===== src/hdl/seek_goal_kinematic_step_unit_macros.svh =====
// assertion macros for the seek goal kinematic step unit
`ifndef SEEK_GOAL_KINEMATIC_STEP_UNIT_MACROS_SVH
`define SEEK_GOAL_KINEMATIC_STEP_UNIT_MACROS_SVH
`ifndef SYNTHESIS
// same-cycle implication
`define SGK_ASSERT_IMM(label, clk, rst_n, ante, cons) \
    label: assert property (@(posedge clk) disable iff (!rst_n) (ante) |-> (cons)) \
        else $error("sgk check failed");
// next-cycle implication
`define SGK_ASSERT_NXT(label, clk, rst_n, ante, cons) \
    label: assert property (@(posedge clk) disable iff (!rst_n) (ante) |=> (cons)) \
        else $error("sgk check failed");
`else
`define SGK_ASSERT_IMM(label, clk, rst_n, ante, cons)
`define SGK_ASSERT_NXT(label, clk, rst_n, ante, cons)
`endif
`endif


===== src/hdl/sgk_pkg.sv =====
// shared types and codes for the seek goal kinematic step unit
package sgk_pkg;

    // operations of the shared arithmetic unit
    localparam logic [1:0] OP_MUL  = 2'd0;
    localparam logic [1:0] OP_DIV  = 2'd1;
    localparam logic [1:0] OP_SQRT = 2'd2;

    localparam int CNT_BITS = 8;

    // command to the arithmetic unit
    typedef struct packed {
        logic                start;
        logic [1:0]          op;
        logic [CNT_BITS-1:0] cnt;
    } t_alu_ctl;

endpackage


===== src/hdl/seek_goal_kinematic_step_unit.sv =====
// Seek steering with arrival for one point: holds position, velocity and an arrived flag
// in signed fixed point and answers every item with the state after it. All arithmetic
// runs through one shared unit that resolves one bit per cycle, so an item holds the
// block until its steps are done: load and unused commands go straight to the result,
// a move multiplies twice, and a steer squares twice and takes a square root, then stops
// on arrival, else adds one multiply and two divides, plus two more multiplies when the
// goal is out of one-step reach. The divider, with 2W+32 quotient bits (W = WORD_BITS),
// is the longest step. No new item is taken until the result has been handed off.
`include "seek_goal_kinematic_step_unit_macros.svh"
module seek_goal_kinematic_step_unit #(
    parameter int WORD_BITS = 32
) (
    input  logic         i_clk,
    input  logic         i_rst_n,
    // configuration writes
    input  logic         i_cfg_wr_en,
    input  logic [1:0]   i_cfg_index,
    input  logic [30:0]  i_cfg_data,
    // input items
    input  logic         i_s_axis_tvalid,
    output logic         o_s_axis_tready,
    input  logic [127:0] i_s_axis_tdata,  // in_x, in_y, in_vx, in_vy
    input  logic [1:0]   i_s_axis_tuser,  // cmd
    // result items
    output logic         o_m_axis_tvalid,
    input  logic         i_m_axis_tready,
    output logic [135:0] o_m_axis_tdata   // out_x, out_y, out_vx, out_vy, arrived
);
    localparam int W = WORD_BITS;
    localparam int A = 2 * W + 32;

    localparam logic [1:0] CMD_LOAD  = 2'd0;
    localparam logic [1:0] CMD_STEER = 2'd1;
    localparam logic [1:0] CMD_MOVE  = 2'd2;

    localparam logic [1:0] REG_MAX_SPEED = 2'd0;
    localparam logic [1:0] REG_STEP_TIME = 2'd1;
    localparam logic [1:0] REG_ARRIVE    = 2'd2;

    localparam logic [3:0] S_IDLE = 4'd0;
    localparam logic [3:0] S_OUT  = 4'd1;
    localparam logic [3:0] S_WAIT = 4'd2;
    localparam logic [3:0] S_MV_X = 4'd3;
    localparam logic [3:0] S_MV_Y = 4'd4;
    localparam logic [3:0] S_MV_E = 4'd5;
    localparam logic [3:0] S_ST0  = 4'd6;
    localparam logic [3:0] S_ST1  = 4'd7;
    localparam logic [3:0] S_ST2  = 4'd8;
    localparam logic [3:0] S_ST3  = 4'd9;
    localparam logic [3:0] S_ST4  = 4'd10;
    localparam logic [3:0] S_ST5  = 4'd11;
    localparam logic [3:0] S_ST6  = 4'd12;
    localparam logic [3:0] S_ST7  = 4'd13;
    localparam logic [3:0] S_ST8  = 4'd14;

    logic [3:0]     r_state, n_state, r_ret, n_ret;
    logic [W-1:0]   r_pos_x, n_pos_x, r_pos_y, n_pos_y;
    logic [W-1:0]   r_vel_x, n_vel_x, r_vel_y, n_vel_y;
    logic           r_done, n_done;
    logic [30:0]    r_max_speed;
    logic [15:0]    r_step, r_arrive;
    logic [W-1:0]   r_gvx, n_gvx, r_gvy, n_gvy;
    logic [W-1:0]   r_mx, n_mx, r_my, n_my;
    logic           r_neg_x, n_neg_x, r_neg_y, n_neg_y;
    logic [2*W-1:0] r_sum, n_sum;
    logic [W-1:0]   r_dist, n_dist;
    logic           r_reach, n_reach;

    sgk_pkg::t_alu_ctl alu_ctl;
    logic [A-1:0]      alu_a;
    logic [W-1:0]      alu_b;
    logic              alu_busy;
    logic [A-1:0]      alu_res;

    logic [W-1:0]   in_x, in_y, in_vx, in_vy, dx, dy;
    logic           reach;
    logic           load_acc;

    // magnitude of a signed word
    function automatic logic [W-1:0] f_mag(input logic [W-1:0] v);
        return v[W-1] ? W'(-v) : v;
    endfunction

    // sign and magnitude back to a word, saturating
    function automatic logic [W-1:0] f_sat(input logic neg, input logic [A-1:0] q);
        logic [A-1:0] lim;
        logic [A-1:0] m;
        lim = A'(1) << (W - 1);
        m   = q;
        if (!neg && q > lim - A'(1)) begin
            m = lim - A'(1);
        end else if (neg && q > lim) begin
            m = lim;
        end
        return neg ? W'(-m) : W'(m);
    endfunction

    // position plus dt times velocity, floor of the scaled step
    function automatic logic [W-1:0] f_adv(input logic [W-1:0] p, input logic neg,
                                           input logic [A-1:0] prod);
        logic [A-1:0] t;
        logic [W-1:0] q;
        t = neg ? prod + A'(16'hFFFF) : prod;
        q = W'(t >> 16);
        return neg ? p - q : p + q;
    endfunction

    assign in_x  = W'(signed'(i_s_axis_tdata[31:0]));
    assign in_y  = W'(signed'(i_s_axis_tdata[63:32]));
    assign in_vx = W'(signed'(i_s_axis_tdata[95:64]));
    assign in_vy = W'(signed'(i_s_axis_tdata[127:96]));
    assign dx    = in_x - r_pos_x;
    assign dy    = in_y - r_pos_y;
    assign reach = (r_step != 16'd0) && (A'(r_dist) <= (alu_res >> 16));

    // sequencer
    always_comb begin
        n_state = r_state;
        n_ret   = r_ret;
        n_pos_x = r_pos_x;
        n_pos_y = r_pos_y;
        n_vel_x = r_vel_x;
        n_vel_y = r_vel_y;
        n_done  = r_done;
        n_gvx   = r_gvx;
        n_gvy   = r_gvy;
        n_mx    = r_mx;
        n_my    = r_my;
        n_neg_x = r_neg_x;
        n_neg_y = r_neg_y;
        n_sum   = r_sum;
        n_dist  = r_dist;
        n_reach = r_reach;
        alu_ctl = '0;
        alu_a   = '0;
        alu_b   = '0;
        case (r_state)
            S_IDLE: begin
                if (i_s_axis_tvalid) begin
                    case (i_s_axis_tuser)
                        CMD_LOAD: begin
                            n_pos_x = in_x;
                            n_pos_y = in_y;
                            n_vel_x = in_vx;
                            n_vel_y = in_vy;
                            n_done  = 1'b0;
                            n_state = S_OUT;
                        end
                        CMD_STEER: begin
                            n_gvx   = in_vx;
                            n_gvy   = in_vy;
                            n_neg_x = dx[W-1];
                            n_neg_y = dy[W-1];
                            n_mx    = f_mag(dx);
                            n_my    = f_mag(dy);
                            n_state = S_ST0;
                        end
                        CMD_MOVE: n_state = S_MV_X;
                        default:  n_state = S_OUT;
                    endcase
                end
            end
            S_OUT: begin
                if (i_m_axis_tready) begin
                    n_state = S_IDLE;
                end
            end
            S_WAIT: begin
                if (!alu_busy) begin
                    n_state = r_ret;
                end
            end
            // move: dt times each velocity
            S_MV_X: begin
                alu_ctl = '{start: 1'b1, op: sgk_pkg::OP_MUL, cnt: sgk_pkg::CNT_BITS'(16)};
                alu_a   = A'(f_mag(r_vel_x));
                alu_b   = W'(r_step);
                n_ret   = S_MV_Y;
                n_state = S_WAIT;
            end
            S_MV_Y: begin
                n_pos_x = f_adv(r_pos_x, r_vel_x[W-1], alu_res);
                alu_ctl = '{start: 1'b1, op: sgk_pkg::OP_MUL, cnt: sgk_pkg::CNT_BITS'(16)};
                alu_a   = A'(f_mag(r_vel_y));
                alu_b   = W'(r_step);
                n_ret   = S_MV_E;
                n_state = S_WAIT;
            end
            S_MV_E: begin
                n_pos_y = f_adv(r_pos_y, r_vel_y[W-1], alu_res);
                n_state = S_OUT;
            end
            // steer: squared distance
            S_ST0: begin
                alu_ctl = '{start: 1'b1, op: sgk_pkg::OP_MUL, cnt: sgk_pkg::CNT_BITS'(W)};
                alu_a   = A'(r_mx);
                alu_b   = r_mx;
                n_ret   = S_ST1;
                n_state = S_WAIT;
            end
            S_ST1: begin
                n_sum   = alu_res[2*W-1:0];
                alu_ctl = '{start: 1'b1, op: sgk_pkg::OP_MUL, cnt: sgk_pkg::CNT_BITS'(W)};
                alu_a   = A'(r_my);
                alu_b   = r_my;
                n_ret   = S_ST2;
                n_state = S_WAIT;
            end
            S_ST2: begin
                alu_ctl = '{start: 1'b1, op: sgk_pkg::OP_SQRT, cnt: sgk_pkg::CNT_BITS'(W)};
                alu_a   = A'(r_sum + alu_res[2*W-1:0]);
                n_ret   = S_ST3;
                n_state = S_WAIT;
            end
            // arrival test, then one-step reach limit
            S_ST3: begin
                n_dist = alu_res[W-1:0];
                if (alu_res[W-1:0] <= W'(r_arrive)) begin
                    n_vel_x = r_gvx;
                    n_vel_y = r_gvy;
                    n_done  = 1'b1;
                    n_state = S_OUT;
                end else begin
                    alu_ctl = '{start: 1'b1, op: sgk_pkg::OP_MUL,
                                cnt: sgk_pkg::CNT_BITS'(16)};
                    alu_a   = A'(r_max_speed);
                    alu_b   = W'(r_step);
                    n_ret   = S_ST4;
                    n_state = S_WAIT;
                end
            end
            S_ST4: begin
                n_reach = reach;
                if (reach) begin
                    alu_ctl = '{start: 1'b1, op: sgk_pkg::OP_DIV, cnt: sgk_pkg::CNT_BITS'(A)};
                    alu_a   = A'(r_mx) << 16;
                    alu_b   = W'(r_step);
                    n_ret   = S_ST6;
                end else begin
                    alu_ctl = '{start: 1'b1, op: sgk_pkg::OP_MUL, cnt: sgk_pkg::CNT_BITS'(W)};
                    alu_a   = A'(r_max_speed);
                    alu_b   = r_mx;
                    n_ret   = S_ST5;
                end
                n_state = S_WAIT;
            end
            S_ST5: begin
                alu_ctl = '{start: 1'b1, op: sgk_pkg::OP_DIV, cnt: sgk_pkg::CNT_BITS'(A)};
                alu_a   = alu_res;
                alu_b   = r_dist;
                n_ret   = S_ST6;
                n_state = S_WAIT;
            end
            S_ST6: begin
                n_vel_x = f_sat(r_neg_x, alu_res);
                if (r_reach) begin
                    alu_ctl = '{start: 1'b1, op: sgk_pkg::OP_DIV, cnt: sgk_pkg::CNT_BITS'(A)};
                    alu_a   = A'(r_my) << 16;
                    alu_b   = W'(r_step);
                    n_ret   = S_ST8;
                end else begin
                    alu_ctl = '{start: 1'b1, op: sgk_pkg::OP_MUL, cnt: sgk_pkg::CNT_BITS'(W)};
                    alu_a   = A'(r_max_speed);
                    alu_b   = r_my;
                    n_ret   = S_ST7;
                end
                n_state = S_WAIT;
            end
            S_ST7: begin
                alu_ctl = '{start: 1'b1, op: sgk_pkg::OP_DIV, cnt: sgk_pkg::CNT_BITS'(A)};
                alu_a   = alu_res;
                alu_b   = r_dist;
                n_ret   = S_ST8;
                n_state = S_WAIT;
            end
            S_ST8: begin
                n_vel_y = f_sat(r_neg_y, alu_res);
                n_state = S_OUT;
            end
            default: n_state = S_IDLE;
        endcase
    end

    // state and configuration registers
    always_ff @(posedge i_clk) begin
        if (!i_rst_n) begin
            r_state     <= S_IDLE;
            r_ret       <= S_IDLE;
            r_pos_x     <= '0;
            r_pos_y     <= '0;
            r_vel_x     <= '0;
            r_vel_y     <= '0;
            r_done      <= 1'b0;
            r_max_speed <= 31'd6553600;
            r_step      <= 16'd1092;
            r_arrive    <= 16'd3277;
        end else begin
            r_state <= n_state;
            r_ret   <= n_ret;
            r_pos_x <= n_pos_x;
            r_pos_y <= n_pos_y;
            r_vel_x <= n_vel_x;
            r_vel_y <= n_vel_y;
            r_done  <= n_done;
            if (i_cfg_wr_en) begin
                case (i_cfg_index)
                    REG_MAX_SPEED: r_max_speed <= i_cfg_data;
                    REG_STEP_TIME: r_step      <= i_cfg_data[15:0];
                    REG_ARRIVE:    r_arrive    <= i_cfg_data[15:0];
                    default:       r_arrive    <= r_arrive;
                endcase
            end
        end
        r_gvx   <= n_gvx;
        r_gvy   <= n_gvy;
        r_mx    <= n_mx;
        r_my    <= n_my;
        r_neg_x <= n_neg_x;
        r_neg_y <= n_neg_y;
        r_sum   <= n_sum;
        r_dist  <= n_dist;
        r_reach <= n_reach;
    end

    // shared arithmetic unit
    sgk_alu #(
        .WORD_BITS (WORD_BITS)
    ) u_alu (
        .i_clk   (i_clk),
        .i_rst_n (i_rst_n),
        .i_ctl   (alu_ctl),
        .i_a     (alu_a),
        .i_b     (alu_b),
        .o_busy  (alu_busy),
        .o_res   (alu_res)
    );

    // handshake and result item
    assign o_s_axis_tready = (r_state == S_IDLE);
    assign o_m_axis_tvalid = (r_state == S_OUT);
    assign o_m_axis_tdata  = {7'd0, r_done,
                              32'(signed'(r_vel_y)), 32'(signed'(r_vel_x)),
                              32'(signed'(r_pos_y)), 32'(signed'(r_pos_x))};

    // accepted load item
    assign load_acc = o_s_axis_tready && i_s_axis_tvalid && (i_s_axis_tuser == CMD_LOAD);

    // checks
    `SGK_ASSERT_IMM(a_one_item, i_clk, i_rst_n, o_m_axis_tvalid, !o_s_axis_tready)
    `SGK_ASSERT_IMM(a_busy_in_wait, i_clk, i_rst_n, alu_busy, r_state == S_WAIT)
    `SGK_ASSERT_NXT(a_load_result, i_clk, i_rst_n, load_acc, o_m_axis_tvalid && !r_done)

endmodule


===== src/hdl/sgk_alu.sv =====
// shared iterative multiply, divide and square root unit, one bit per cycle
module sgk_alu #(
    parameter int WORD_BITS = 32
) (
    input  logic                      i_clk,
    input  logic                      i_rst_n,
    input  sgk_pkg::t_alu_ctl         i_ctl,
    input  logic [2*WORD_BITS+31:0]   i_a,
    input  logic [WORD_BITS-1:0]      i_b,
    output logic                      o_busy,
    output logic [2*WORD_BITS+31:0]   o_res
);
    localparam int W  = WORD_BITS;
    localparam int A  = 2 * W + 32;
    localparam int RW = W + 3;

    logic [A-1:0]                 r_acc, n_acc;
    logic [A-1:0]                 r_sh, n_sh;
    logic [W-1:0]                 r_b, n_b;
    logic [RW-1:0]                r_rem, n_rem;
    logic [sgk_pkg::CNT_BITS-1:0] r_cnt, n_cnt;
    logic                         r_busy, n_busy;
    logic [1:0]                   r_op, n_op;
    logic [W+1:0]                 div_t;
    logic [RW-1:0]                sq_t;
    logic [RW-1:0]                sq_trial;

    // one step of the selected operation
    always_comb begin
        n_acc    = r_acc;
        n_sh     = r_sh;
        n_b      = r_b;
        n_rem    = r_rem;
        n_cnt    = r_cnt;
        n_busy   = r_busy;
        n_op     = r_op;
        div_t    = {r_rem[W:0], r_sh[A-1]};
        sq_t     = {r_rem[RW-3:0], r_sh[A-1:A-2]};
        sq_trial = {1'b0, r_acc[W-1:0], 2'b01};
        if (i_ctl.start) begin
            n_busy = 1'b1;
            n_op   = i_ctl.op;
            n_cnt  = i_ctl.cnt;
            n_acc  = '0;
            n_rem  = '0;
            n_b    = i_b;
            if (i_ctl.op == sgk_pkg::OP_SQRT) begin
                n_sh = {i_a[2*W-1:0], 32'd0};
            end else begin
                n_sh = i_a;
            end
        end else if (r_busy) begin
            case (r_op)
                sgk_pkg::OP_MUL: begin
                    if (r_b[0]) begin
                        n_acc = r_acc + r_sh;
                    end
                    n_sh = r_sh << 1;
                    n_b  = r_b >> 1;
                end
                sgk_pkg::OP_DIV: begin
                    if (div_t >= {2'b00, r_b}) begin
                        n_rem = RW'(div_t - {2'b00, r_b});
                        n_acc = {r_acc[A-2:0], 1'b1};
                    end else begin
                        n_rem = RW'(div_t);
                        n_acc = {r_acc[A-2:0], 1'b0};
                    end
                    n_sh = r_sh << 1;
                end
                sgk_pkg::OP_SQRT: begin
                    if (sq_t >= sq_trial) begin
                        n_rem = sq_t - sq_trial;
                        n_acc = {r_acc[A-2:0], 1'b1};
                    end else begin
                        n_rem = sq_t;
                        n_acc = {r_acc[A-2:0], 1'b0};
                    end
                    n_sh = r_sh << 2;
                end
                default: begin
                    n_acc = r_acc;
                end
            endcase
            n_cnt = r_cnt - 1'b1;
            if (r_cnt == sgk_pkg::CNT_BITS'(1)) begin
                n_busy = 1'b0;
            end
        end
    end

    // registers
    always_ff @(posedge i_clk) begin
        if (!i_rst_n) begin
            r_busy <= 1'b0;
            r_cnt  <= '0;
            r_op   <= sgk_pkg::OP_MUL;
        end else begin
            r_busy <= n_busy;
            r_cnt  <= n_cnt;
            r_op   <= n_op;
        end
        r_acc <= n_acc;
        r_sh  <= n_sh;
        r_b   <= n_b;
        r_rem <= n_rem;
    end

    assign o_busy = r_busy;
    assign o_res  = r_acc;

endmodule

===== config.mk =====
export PLATFORM = sky130hd
export DESIGN_NAME = seek_goal_kinematic_step_unit
export DESIGN_NICKNAME = d
export VERILOG_FILES = /design/src/hdl/sgk_pkg.sv /design/src/hdl/seek_goal_kinematic_step_unit.sv /design/src/hdl/sgk_alu.sv
export VERILOG_INCLUDE_DIRS = /design/src /design/src/hdl
export SDC_FILE = /design/constraint.sdc
export NUM_CORES = 2
export LEC_CHECK = 0
export BUFFER_PORTS_ARGS = -buffer_cell sky130_fd_sc_hd__clkbuf_2
export CAP_MARGIN = 20
export CELL_PAD_IN_SITES_DETAIL_PLACEMENT = 0
export CELL_PAD_IN_SITES_GLOBAL_PLACEMENT = 1
export CORE_ASPECT_RATIO = 1.1
export CORE_MARGIN = 2
export CORE_UTILIZATION = 39
export DETAILED_ROUTE_END_ITERATION = 10
export PLACE_DENSITY_LB_ADDON = 0.1
export SETUP_SLACK_MARGIN = 0.05
export SYNTH_ARGS = -nofsm -noshare
export SYNTH_HDL_FRONTEND = slang
export SYNTH_HIERARCHICAL = 1
export SYNTH_SLANG_ARGS = --single-unit

===== constraint.sdc =====
create_clock -name i_clk -period 7.15 [get_ports i_clk]
set_input_delay 0.3575 -clock i_clk [delete_from_list [all_inputs] [get_ports i_clk]]
set_output_delay 0.3575 -clock i_clk [all_outputs]
set_load 0.02 [all_outputs]

* Word-level counts from Yosys, hierarchy flattened
Cells that the tools add are included.
** Operators by class
- $add $sub $neg :: 18
- $lt $le $gt $ge :: 6
- Equality and inequality tests :: 29
- Multiplexer cells :: 75
- Reductions and logical operators :: 44
** Operators by type and width (count)
- $mux W32 :: 27
- $pmux W96 S9 :: 1
- $mux W96 :: 4
- $pmux W96 S3 :: 1
- $pmux W32 S7 :: 1
- $mux W48 :: 4
- $neg A32 Y32 :: 6
- $pmux W32 S3 :: 2
- $pmux W96 S2 :: 1
- $pmux W32 S2 :: 2
- $sub A32 B32 Y32 :: 4
- $add A96 B96 Y96 :: 1
- $gt A96 B31 Y1 const B :: 1
- $gt A96 B32 Y1 const B :: 1
- $mux W31 :: 3
- $le A32 B80 Y1 :: 1
- $pmux W11 S7 :: 1
- $mux W33 :: 2
- $pmux W33 S2 :: 1
- $add A64 B64 Y65 :: 1
- $add A32 B32 Y32 :: 2
- $add A48 B16 Y48 const B :: 1
- $pmux W4 S10 :: 1
- $ge A35 B34 Y1 :: 1
- other kinds (38) :: 102
** Word-level totals
- Register bits after elaboration :: 695
- Bits of input ports :: 168
- Output and inout bits :: 138

* Longest topological paths before layout
- Depth after elaboration :: 8
- Mapped depth :: 27
- Mapped depth without buffers :: 24

* Hierarchy
Netlist, hierarchy kept.
** By module, submodules not included
- seek_goal_kinematic_step_unit :: times used 1, cells each 4648, area an instance 37571.0 um^2, sequential area each 10820.4 um^2
- sgk_alu :: times used 1, cells each 2905, area an instance 22746.8 um^2, sequential area each 6646.4 um^2

* Worst setup path after synthesis
OpenSTA, ideal clock, no wires.
- Path kind :: reg2reg
- From :: register u_alu.r_acc[1] (netlist: u_alu/o_res[1])
- To :: register u_alu.r_sh[0], enable pin
- Data arrival time :: 5.096 ns
- Data required time :: 6.242 ns
- Setup slack :: 1.147 ns
- Cell stages (with the launch flop) :: 15
- Clock period less this slack :: 6.003 ns
- Path through :: dfxtp_1 ha_1 nor2b_1 o21a_1 o21a_1 o21a_1 o21a_1 o311ai_0 a21boi_1 or4_1 clkbuf_1 clkbuf_1 inv_1 clkbuf_1 nand2_1
** RTL lines
- start, declared :: line sgk_alu.sv:17 : logic [A-1:0] r_acc, n_acc;
- start signal, assigned :: line sgk_alu.sv:103 : r_acc <= n_acc;
- end signal, assigned :: line sgk_alu.sv:104 : r_sh <= n_sh;
- end, declared :: line sgk_alu.sv:18 : logic [A-1:0] r_sh, n_sh;

* Worst setup path after layout
- From :: register u_alu.r_acc[5] (netlist: u_alu/o_res[5])
- To :: register r_pos_x[29]
** Between the ends
- Cells in the longest elaborated chain, start to end :: 5
- Elaborated cells on any way between the ends :: 6
- Those cells by class :: add/sub (3); mux (3)
** RTL lines
- $add A48 B16 Y48 (*) :: line seek_goal_kinematic_step_unit.sv:103 : t = neg ? prod + A'(16'hFFFF) : prod;
- $mux W48 (*) :: line seek_goal_kinematic_step_unit.sv:103
- $add A32 B32 Y32 / $sub A32 B32 Y32 (equally long branches) :: line seek_goal_kinematic_step_unit.sv:105 : return neg ? p - q : p + q;
- $mux W32 (*) :: line seek_goal_kinematic_step_unit.sv:105
- $pmux W32 S2 (*) :: line seek_goal_kinematic_step_unit.sv:137 : case (r_state)
- end signal, assigned :: line seek_goal_kinematic_step_unit.sv:300 : r_pos_x <= n_pos_x;
- end, declared :: line seek_goal_kinematic_step_unit.sv:57 : logic [W-1:0] r_pos_x, n_pos_x, r_pos_y, n_pos_y;
Mark *: on every way between the ends. The rest lies on a longest branch, timed or not.
A chain may end at the register's enable or synchronous reset.

==> flow_summary.yaml <==
run_status:
  status: "finished, final reports clean"
setup_path:
  crit_required_ps: 7780
  critPathKind: "reg -> reg"
  regToRegSetupSlack_ps: 790
  end_kind: "flip-flop"
  worstRegToRegCells: 24
  crit_fanout: 15
  critPathArrivalTime_ps: 6990
  cp-start-kind: "flip-flop"
global_route:
  grt-ovfl-total: 0
  antenna_found_initial: 37
  grtUsageTotal: 0.356
  grt_max_degree: 221
  grt_pass1_vias: 57900
  grt_pass1_wl_mm: 415
floorplan:
  io_pins: 306
  die_h_microns: 416
  rows: 151
  die_w_microns: 379
  die_area_sq_um: 158000
  start_util: 0.392
  core_sq_um: 154000
finish:
  stdcell_count: 9886
  final_layout_size_suffix_gt1_frac: 0.0951
  final_common_cell: "nand2_1"
  final_area_sq_um: 67900
  nets: 8322
  final_cell_mix: "nand2_1 (895), a21oi_1 (647), o21ai_0 (559), nor2_1 (511), ha_1 (412)"
  area_delta_synth_final_pct: 12.6
  fin_util: 0.442
power:
  vdd_drop_max_v: 0.000205
  powerDensity_nw_per_um2: 354
  p_total_mw: 24.1
  cellLeakagePower_nw: 26.1
placement:
  place_inst: 9588
  port_buffers: 298
  dpl_cell_area_sq_um: 63800
  dpl.hpwl_mm: 225
  routabilityCongestion: 1.02
clock_network:
  cts-root-buf: "clkbuf_16"
  cts.repair.resized: 0
  cts_inserted_buffers: 88
  postCtsSetupBuffers: 0
  cts.sinks: 695
  path_clk_slew_ps: 60
  ctsHtreeMaxLevel: 3
  clk_latency_ps: 730
  clk_path_buf_depth: 3
  cts_tree: "built"
timing:
  fmax_mhz: 157
  fin_crit_sh: 0.890
  clock_skew_ps: 33.5
  hold_viol: 0
  slew_viol_final: 0
  setup_viol: 0
  rsz0062_at_grt: "false"
  final.setup.tns_ps: 0
  slew_headroom: 0.0960
  worstMarginPinSlew_ps: 1350
  post-route-min-period_ps: 6360
logic_synthesis:
  netlist_area_sq_um: 60300
  synth-edff-count: 355
  synth_ff_type: "edfxtp_1"
  ys_types: 122
  synth_cells: 7553
  ys_seq_area_frac: 0.290
  synth_seq_cells: 695
  async_flop_share: 0
  syn_area_per_cell_sq_um: 7.99
  ys_warn_count: 6
worst_hold_path:
  min_path_type: "in -> reg"
  hold_depth: 3
routing:
  via_per_inst: 6.32
  drt.antenna.violating_nets: 0
  drc_errors: 0
  firstDrtPassIters: 10
  wire_per_inst_microns: 29.4
  drt-total-wl_mm: 291
  drt-initial-drc-count: 7611
  via_count: 62500
run:
  maxCapViolations: 0
routing by layer:
| layer | part of all wire | global-route usage | vias up |
|---|---|---|---|
| met2 | 0.45 | 0.558 | 2896 |
| met4 | 0.063 | 0.199 | 16 |
| li1 | - | - | 28600 |
| met3 | 0.076 | 0.0494 | 609 |
| met5 | 0.00041 | 0 | - |
| met1 | 0.41 | 0.468 | 30400 |
stage by stage:
stage / hold slack, ps / worst slack (ps)
2_1_floorplan: 428 / 1150
3_3_place_gp: 446 / 833
3_5_place_dp: 450 / 902
4_1_cts: 0.244 / 869
5_1_grt: 48.7 / 493
6_report: 39.1 / 786
path summary, 6_finish.rpt:
| kind | to | startpoint |
|---|---|---|
| max | r_pos_x[29] | u_alu/o_res[5] |
| min | r_pos_y[24] | i_s_axis_tdata[56] |
| max reg2reg | r_pos_x[29] | u_alu/o_res[5] |
| min reg2reg | r_arrive[12] | r_arrive[12] |
flip-flops by register name, indices dropped and copies added (netlist names), 2 cells and up:
signal / cells
r_arrive: 16
r_dist: 32
r_gvx: 32
r_gvy: 32
r_max_speed: 31
r_mx: 32
r_my: 32
r_pos_x: 32
r_pos_y: 32
r_ret: 4
r_state: 4
r_step: 16
r_sum: 64
r_vel_x: 32
r_vel_y: 32
u_alu/o_res: 96
u_alu/r_b: 32
u_alu/r_cnt: 8
u_alu/r_op: 2
u_alu/r_rem: 33
u_alu/r_sh: 96
cell families after synthesis:
family,share of synthesized area
AO/OA/AOI/OAI,0.300
AND/OR/NAND/NOR,0.185
buffers and inverters,0.0527
flip-flops,0.290
XOR/XNOR,0.0727
adder cells (fa/ha/maj),0.0882
multiplexers,0.0119
other,0.0000622
cell type report:
cell class	instances	area (sq um)
Fill cell	15700	85900
Multi-Input combinational cell	6060	39900
Sequential cell	695	17500
Timing Repair Buffer	570	3850
Tap cell	2065	2580
Clock buffer	131	2550
Inverter	318	1200
Clock inverter	31	339
Antenna cell	16	40.0
worst max-delay path: stages (launching register included):
cell and delay, ps:
dfxtp_1 340, nor4_4 410, and3_1 680, nand2_1 100, buf_4 230, nand3_1 110, xnor2_1 130, ha_1 200
o21ai_0 280, a21oi_1 320, nand2b_1 150, o21ai_0 220, xnor2_1 290, ha_1 400, a21oi_1 170, o221ai_1 160
a21o_1 210, or4_1 450, a31o_2 270, nand4_1 150, a31oi_1 170, o41ai_1 350, xnor2_1 170, o221ai_1 120
a21oi_1 170
power breakdown:
| group | leakage, nW | total, mW | internal (mW) | switching, mW |
|---|---|---|---|---|
| clock network | 1.39 | 4.65 | 2.68 | 1.96 |
| registers | 6.03 | 5.82 | 4.88 | 0.940 |
| logic | 18.7 | 13.6 | 4.65 | 8.95 |
timing repair:
action,4_1_cts,5_1_grt
hold buffers,119,0
setup endpoints to repair,0,0
endpoints found under the hold margin,163,0
cell usage after synthesis (38+ instances only):
library cell / number / share of area
edfxtp_1: 355 / 0.18
clkbuf_1: 415 / 0.026
xnor2_1: 327 / 0.047
a22oi_1: 56 / 0.0070
nor4_1: 56 / 0.0058
o31ai_1: 49 / 0.0061
o21bai_1: 78 / 0.0097
a21o_1: 219 / 0.027
and3_1: 61 / 0.0063
or3_1: 38 / 0.0039
a311oi_1: 39 / 0.0057
nand2_1: 898 / 0.056
nor2_1: 518 / 0.032
o211ai_1: 83 / 0.010
a221o_1: 59 / 0.0098
a221oi_1: 80 / 0.012
and2_1: 69 / 0.0072
nor3_1: 129 / 0.011
mux2i_1: 66 / 0.011
ha_1: 414 / 0.086
nor2b_1: 104 / 0.011
o21ai_0: 559 / 0.046
nand4_1: 114 / 0.012
a31oi_1: 139 / 0.014
xor2_1: 171 / 0.025
inv_1: 303 / 0.019
dfxtp_1: 340 / 0.11
a21oi_1: 647 / 0.054
nand3_1: 187 / 0.016
o21a_1: 61 / 0.0076
a211oi_1: 210 / 0.026
o221ai_1: 55 / 0.0080
nand2b_1: 42 / 0.0044
Power figures use the tool's default switching activity.
